$ cat src/rtl/core/e2c_pkg.sv
// shared constants, types and month table for the seconds to date converter
// no dependencies
package e2c_pkg;

  localparam int unsigned E2C_STAGES = 7;

  localparam int unsigned YEAR_W   = 11;
  localparam int unsigned MONTH_W  = 4;
  localparam int unsigned DAY_W    = 5;
  localparam int unsigned HOUR_W   = 5;
  localparam int unsigned MINUTE_W = 6;
  localparam int unsigned SECOND_W = 6;
  localparam int unsigned DOY_W    = 9;

  localparam int unsigned IN_TDATA_W  = 32;
  localparam int unsigned OUT_TDATA_W = 40;

  localparam logic [YEAR_W-1:0] EPOCH_YEAR = 11'd1904;

  typedef struct packed {
    logic [MONTH_W-1:0] month;
    logic [DAY_W-1:0]   day;
  } e2c_date_t;

  // first day of month idx (0 based) within the year
  function automatic logic [DOY_W-1:0] month_start(input logic leap,
                                                   input logic [MONTH_W-1:0] idx);
    logic [DOY_W-1:0] base;
    logic             adj;
    case (idx)
      4'd0:    base = 9'd0;
      4'd1:    base = 9'd31;
      4'd2:    base = 9'd59;
      4'd3:    base = 9'd90;
      4'd4:    base = 9'd120;
      4'd5:    base = 9'd151;
      4'd6:    base = 9'd181;
      4'd7:    base = 9'd212;
      4'd8:    base = 9'd243;
      4'd9:    base = 9'd273;
      4'd10:   base = 9'd304;
      4'd11:   base = 9'd334;
      default: base = 9'd0;
    endcase
    adj = leap && (idx >= 4'd2);
    return base + {8'd0, adj};
  endfunction

endpackage

$ cat src/rtl/core/e2c_month.sv
// month and day of month from day of year and leap flag
// depends on e2c_pkg
module e2c_month (
  input  logic [e2c_pkg::DOY_W-1:0] doy,
  input  logic                      leap,
  output e2c_pkg::e2c_date_t        date
);
  import e2c_pkg::*;

  logic [MONTH_W-1:0] idx;
  logic [DOY_W-1:0]   start;
  logic [DOY_W-1:0]   dom;

  always_comb begin
    idx = '0;
    for (int k = 1; k < 12; k++) begin
      if (doy >= month_start(leap, MONTH_W'(k))) begin
        idx = MONTH_W'(k);
      end
    end
    start      = month_start(leap, idx);
    dom        = doy - start + 9'd1;
    date.month = idx + 4'd1;
    date.day   = dom[DAY_W-1:0];
  end

endmodule

$ cat src/rtl/core/epoch_seconds_to_calendar_date.sv
// seconds since 1904-01-01 to calendar date and time of day, top level
// depends on e2c_pkg and e2c_month
//
//  channel | dir | handshake          | payload
//  --------+-----+--------------------+------------------------------------------
//  in_     | in  | in_tvalid/tready   | tdata[31:0] seconds
//  out_    | out | out_tvalid/tready  | tdata year,month,day,hour,minute,second
//
// seven register stages, one item per cycle while out_tready does not stall the output
// the constant reciprocal multiplies set the stage boundaries, at most one deep per stage
// each stage takes a new item when empty or when the stage after it moves
// rst_n clears all stage valid bits; payload registers are not reset
module epoch_seconds_to_calendar_date (
  input  logic                               clk,
  input  logic                               rst_n,
  input  logic                               in_tvalid,
  output logic                               in_tready,
  input  logic [e2c_pkg::IN_TDATA_W-1:0]     in_tdata,   // [31:0] seconds
  output logic                               out_tvalid,
  input  logic                               out_tready,
  // [10:0] year, [14:11] month, [19:15] day, [24:20] hour, [30:25] minute,
  // [36:31] second_of_minute, [39:37] zero
  output logic [e2c_pkg::OUT_TDATA_W-1:0]    out_tdata
);
  import e2c_pkg::*;

  logic [E2C_STAGES-1:0] v_r;
  logic [E2C_STAGES-1:0] v_nxt;
  logic [E2C_STAGES-1:0] rdy;

  // stage 1
  logic [31:0]           secs1_r;
  // stage 2
  logic [15:0]           days2_r;
  logic [31:0]           secs2_r;
  // stage 3
  logic [16:0]           tod3_r;
  logic [5:0]            cyc3_r;
  logic [15:0]           days3_r;
  // stage 4
  logic [10:0]           dic4_r;
  logic [HOUR_W-1:0]     hour4_r;
  logic [16:0]           tod4_r;
  logic [5:0]            cyc4_r;
  // stage 5
  logic [11:0]           rem5_r;
  logic [1:0]            yic5_r;
  logic [DOY_W-1:0]      doy5_r;
  logic                  leap5_r;
  logic [HOUR_W-1:0]     hour5_r;
  logic [5:0]            cyc5_r;
  // stage 6
  logic [MINUTE_W-1:0]   min6_r;
  logic [11:0]           rem6_r;
  e2c_date_t             date6_r;
  logic [YEAR_W-1:0]     year6_r;
  logic [HOUR_W-1:0]     hour6_r;
  // stage 7, output register
  logic [MINUTE_W-1:0]   min7_r;
  logic [SECOND_W-1:0]   sec7_r;
  e2c_date_t             date7_r;
  logic [YEAR_W-1:0]     year7_r;
  logic [HOUR_W-1:0]     hour7_r;

  logic [50:0]           dprod;
  logic [15:0]           days_nxt;
  logic [32:0]           dsec;
  logic [32:0]           cprod;
  logic [16:0]           tod_nxt;
  logic [5:0]            cyc_nxt;
  logic [16:0]           yprod;
  logic [10:0]           dic_nxt;
  logic [34:0]           hprod;
  logic [HOUR_W-1:0]     hour_nxt;
  logic [16:0]           hsec;
  logic [11:0]           rem_nxt;
  logic [1:0]            yic_nxt;
  logic [10:0]           doy_full;
  logic [DOY_W-1:0]      doy_nxt;
  logic [24:0]           mprod;
  logic [MINUTE_W-1:0]   min_nxt;
  logic [YEAR_W-1:0]     year_nxt;
  e2c_date_t             date_nxt;
  logic [11:0]           msec;
  logic [11:0]           sec_full;
  logic [SECOND_W-1:0]   sec_nxt;

  // stage handshake chain
  always_comb begin
    rdy[E2C_STAGES-1] = !v_r[E2C_STAGES-1] || out_tready;
    for (int k = E2C_STAGES - 2; k >= 0; k--) begin
      rdy[k] = !v_r[k] || rdy[k+1];
    end
    v_nxt[0] = rdy[0] ? in_tvalid : v_r[0];
    for (int k = 1; k < E2C_STAGES; k++) begin
      v_nxt[k] = rdy[k] ? v_r[k-1] : v_r[k];
    end
  end

  always_ff @(posedge clk) begin
    if (!rst_n) begin
      v_r <= '0;
    end else begin
      v_r <= v_nxt;
    end
  end

  // days = secs / 86400 as (secs >> 7) / 675 by reciprocal
  assign dprod    = {26'd0, secs1_r[31:7]} * 51'd50903317;
  assign days_nxt = dprod[50:35];

  // time of day and four-year cycle
  assign dsec    = days2_r * 17'd86400;
  assign tod_nxt = 17'(secs2_r - dsec[31:0]);
  assign cprod   = days2_r * 17'd91868;
  assign cyc_nxt = cprod[32:27];

  // day in cycle and hour
  assign yprod    = cyc3_r * 11'd1461;
  assign dic_nxt  = 11'(days3_r - yprod[15:0]);
  assign hprod    = tod3_r * 18'd149131;
  assign hour_nxt = hprod[33:29];

  // seconds in hour, year in cycle and day of year
  assign hsec    = hour4_r * 12'd3600;
  assign rem_nxt = 12'(tod4_r - hsec);

  always_comb begin
    if (dic4_r < 11'd366) begin
      yic_nxt  = 2'd0;
      doy_full = dic4_r;
    end else if (dic4_r < 11'd731) begin
      yic_nxt  = 2'd1;
      doy_full = dic4_r - 11'd366;
    end else if (dic4_r < 11'd1096) begin
      yic_nxt  = 2'd2;
      doy_full = dic4_r - 11'd731;
    end else begin
      yic_nxt  = 2'd3;
      doy_full = dic4_r - 11'd1096;
    end
  end
  assign doy_nxt = doy_full[DOY_W-1:0];

  // minute, month, day and year
  assign mprod    = rem5_r * 13'd4370;
  assign min_nxt  = mprod[23:18];
  assign year_nxt = EPOCH_YEAR + {3'd0, cyc5_r, 2'b00} + {9'd0, yic5_r};

  e2c_month u_month (
    .doy  (doy5_r),
    .leap (leap5_r),
    .date (date_nxt)
  );

  // second of minute
  assign msec     = min6_r * 6'd60;
  assign sec_full = rem6_r - msec;
  assign sec_nxt  = sec_full[SECOND_W-1:0];

  always_ff @(posedge clk) begin
    if (rdy[0]) begin
      secs1_r <= in_tdata;
    end
    if (rdy[1]) begin
      days2_r <= days_nxt;
      secs2_r <= secs1_r;
    end
    if (rdy[2]) begin
      tod3_r  <= tod_nxt;
      cyc3_r  <= cyc_nxt;
      days3_r <= days2_r;
    end
    if (rdy[3]) begin
      dic4_r  <= dic_nxt;
      hour4_r <= hour_nxt;
      tod4_r  <= tod3_r;
      cyc4_r  <= cyc3_r;
    end
    if (rdy[4]) begin
      rem5_r  <= rem_nxt;
      yic5_r  <= yic_nxt;
      doy5_r  <= doy_nxt;
      leap5_r <= (yic_nxt == 2'd0);
      hour5_r <= hour4_r;
      cyc5_r  <= cyc4_r;
    end
    if (rdy[5]) begin
      min6_r  <= min_nxt;
      rem6_r  <= rem5_r;
      date6_r <= date_nxt;
      year6_r <= year_nxt;
      hour6_r <= hour5_r;
    end
    if (rdy[6]) begin
      min7_r  <= min6_r;
      sec7_r  <= sec_nxt;
      date7_r <= date6_r;
      year7_r <= year6_r;
      hour7_r <= hour6_r;
    end
  end

  assign in_tready  = rdy[0];
  assign out_tvalid = v_r[E2C_STAGES-1];
  assign out_tdata  = {3'd0, sec7_r, min7_r, hour7_r, date7_r.day, date7_r.month, year7_r};

endmodule

$ cat config.mk
export PLATFORM = sky130hd
export DESIGN_NAME = epoch_seconds_to_calendar_date
export DESIGN_NICKNAME = d
export VERILOG_FILES = /design/src/rtl/core/e2c_pkg.sv /design/src/rtl/core/e2c_month.sv /design/src/rtl/core/epoch_seconds_to_calendar_date.sv
export SDC_FILE = /design/constraint.sdc
export NUM_CORES = 2
export LEC_CHECK = 0
export BUFFER_PORTS_ARGS = -buffer_cell sky130_fd_sc_hd__buf_2
export CAP_MARGIN = 20
export CORE_MARGIN = 3
export CORE_UTILIZATION = 40
export DETAILED_ROUTE_END_ITERATION = 12
export GPL_TIMING_DRIVEN = 0
export SKIP_CTS_REPAIR_TIMING = 1
export SYNTH_ARGS = -nofsm -noshare
export SYNTH_HDL_FRONTEND = slang
export SYNTH_SLANG_ARGS = --single-unit
$ cat constraint.sdc
create_clock -name clk -period 8.4 [get_ports clk]
set_input_delay 2.1 -clock clk [delete_from_list [all_inputs] [get_ports clk]]
set_output_delay 2.1 -clock clk [all_outputs]
set_load 0.01 [all_outputs]
==> key figures <==
Outcome
  – Outcome: finished, final reports clean

Clock tree
  – Clock tree buffer depth: 3
  – TritonCTS clock tree: yes
  – Inserted Clock Buffers: 30
  – Sink count of the clock tree: 247
  – Number of levels the H-tree was split into: 1
  – Root buffer cell: clkbuf_16
  – Clk slew on worst S/H paths: 70 ps
  – Clk Latency, worst-skew pair: 610 ps

STA
  – Worst rel slew slack: 40.11%
  – RSZ-0062 raised after global routing: no
  – Final Max Tran Viols: 0
  – Hold Violations, Final: 0
  – Finish-stage setup viols: 0
  – Final worst path period share: 85.69%
  – Worst clock skew: 40.86 ps
  – Upper clock frequency limit: 0.1389 GHz
  – Transition time at the pin with the least slew margin: 875.6 ps
  – Post-route minimum period: 7198 ps
  – Setup TNS: 0 ps

Floorplanning
  – Core Footprint: 75200 um2
  – Die boundary height: 283.1 um
  – DIE AREA: 80150 um2
  – Std-Cell Rows: 100
  – Die span in x: 283.1 um
  – Total I/O pin count: 78
  – Starting utilization of the core area: 40.85%

Route
  – Starting DRT DRC Count: 623
  – Iteration count of the initial detailed-routing pass: 4
  – Vias after detailed routing: 18580
  – Post-detailed-route wirelength per cell: 15.57 um
  – Drt total wl: 60540 um
  – Via density per instance: 4.778
  – ANT nets after route: 0
  – Post-detailed-route DRC marker count: 0

Global routing
  – Most used routing layer: met2
  – GRT Total Usage: 15.62%
  – Met2 GRT Util: 28.20%
  – Via count of the first global-routing pass: 20410
  – Pin count of the biggest net entering global routing: 37
  – Met1 global-route usage: 20.40%
  – Global-route wire length before repair: 102600 um
  – Number of antenna violations at the first check in global routing: 0
  – Total grt overflow: 0
  – GR Util met3: 1.696%

Yosys
  – Post-Synthesis Mean Instance Area: 11.25 um2
  – Synthesized flop and latch total: 247
  – Main flop type after synthesis: edfxtp_1
  – Sequential cell area fraction in the yosys report: 23.92%
  – Number of warnings reported in the yosys synthesis log: 0
  – Mapped Cells: 2731
  – Yosys cell types: 67
  – Dominant cell type by area after synthesis: ha_1
  – Async set-reset flop share out of synthesis: 0%
  – Area share of the largest cell type after synthesis: 29.21%
  – Dominant cells by area after synthesis: ha_1 (29%), fa_1 (25%), edfxtp_1 (23%)
  – Number of flops mapped to enable cells by yosys: 240
  – Netlist area before placement: 30720 um2

Placement
  – Port bufs: 74
  – DP Wirelength: 51220 um
  – Routability congestion estimate: 0.8920

Worst setup path
  – Maximum net fanout on the critical path: 12
  – Nature of the critical path startpoint: register
  – Destination of the worst register-to-register timing path: days2_r[3]
  – Arrival time at the worst endpoint: 7560 ps
  – Register-to-register path setup slack: 1200 ps
  – Endpoint type of the worst setup path: register
  – Data required time at the worst endpoint: 8760 ps
  – Worst R2R Path Depth: 21
  – Critical path class: reg -> reg
  – Worst reg2reg startpoint: secs1_r[12]

Cells and area
  – Top library cells by usage in the layout, fill and taps aside: inv_1 (742), ha_1 (717), fa_1 (378)
  – Number of filler cells placed in the layout: 7001
  – P&R area growth vs syn: 9.316%
  – Number of nets in the final layout: 3975
  – Share of final-layout standard cells stronger than drive strength 1: 5.614%
  – Leading cell type in the layout, fill and taps excluded: inv_1
  – Number of antenna cells inserted: 0

Min path
  – Worst Hold Class: reg -> reg
  – Worst Hold End: year6_r[1]
  – Count of cells along the worst hold path: 0
  – Startpoint of the most critical hold path: yic5_r[1]

Job
  – Max Cap Violations: 0
-- registers in the layout (all words and copies together), names as in the netlist, 7 cells and up --
register	cells
dic4_r	11
out_tdata	9
tod3_r	17
secs2_r	17
year6_r	10
days2_r	16
doy5_r	9
v_r	7
days3_r	11
tod4_r	12
year7_r	10
date6_r	9
secs1_r	32
rem5_r	12
-- per-layer routing --
layer  share of wire, %  vias up
li1                   -     9147
met1                 46     9117
met2                 50      241
met3                2.8       73
met4                1.6        0
met5                  0        -
-- synthesized netlist by cell type, types with 4 or more instances --
cell type and number:
edfxtp_1 240, nand3_1 21, a211oi_1 8, nand2b_1 8
a31oi_1 12, a21o_1 35, nor2_1 54, nor3_1 25
xnor2_1 75, a21oi_1 77, o2111ai_1 4, o21ai_0 60
or2_2 4, o21bai_1 10, ha_1 717, a311oi_1 4
and2_1 5, o21a_1 19, nand4_1 13, nor2b_1 13
dfxtp_1 7, nand2_1 72, a21boi_0 6, and3_1 9
o31ai_1 5, xor2_1 28, buf_4 5, inv_1 742
fa_1 378, clkbuf_1 8, o211ai_1 8
-- how the worst max path moves through the flow --
stage	start	end
global placement	secs1_r[12]	days2_r[3]
floorplan	secs1_r[12]	days2_r[6]
detailed placement	secs1_r[12]	days2_r[6]
global route	secs1_r[12]	days2_r[3]
CTS	secs1_r[12]	days2_r[3]
finish	secs1_r[12]	days2_r[3]
-- critical path, cell delays in order (launching register included) --
cell       delay (ps)
edfxtp_1          900
inv_1             330
ha_1              410
inv_1              90
fa_1              460
ha_1              280
inv_1              50
fa_1              500
inv_1              50
fa_1              470
fa_1              570
inv_1              60
fa_1              530
inv_1              50
ha_1              350
a21oi_1           130
o21ai_0           160
a2111oi_4         390
o21ai_2           110
a41oi_2           370
a41oi_1           260
a311o_1           400
-- area by class of cell --
cell class              count  area [um2]  area share, %
flip-flops and latches    247        7347          21.88
clock buffers              34       785.8          2.340
repair buffers             79       500.5          1.490
plain buffers              15       77.57         0.2310
clock inverters            22       284.0         0.8458
multi-input cells        1729       20520          61.12
inverters                 742        2785          8.295
well taps                1020        1276          3.801
-- logic make-up (layout without fill, tap and decap cells) --
logic type,count (synthesis),in the layout,synth area share [%]
AOI/OAI and AO/OA,284,284,6.053
xor gates and xnor gates,103,103,2.937
adders and majority gates,1095,1095,53.84
buffers and inverters,757,892,9.320
and+or+nand+nor,241,241,3.821
muxes,3,3,0.09776
DFF,247,247,23.92
other,1,3,0.01221
-- through the flow --
step	area [um2]	worst slack [ps]	std cells	utilization (%)	hold slack, ps
after floorplan	30720	2133	2733	-	400.3
after global placement	32370	1239	3827	43.05	401.6
after detailed placement	32510	1178	3832	43.23	404.5
after CTS	33580	1133	3888	44.65	412.2
after global routing	33580	829.1	3888	44.65	422.6
final	33580	1202	3888	44.65	412.3
Power is left out: the tool's default activity adds up to more than one toggle a clock period on the data nets, which glitch-free logic cannot reach.
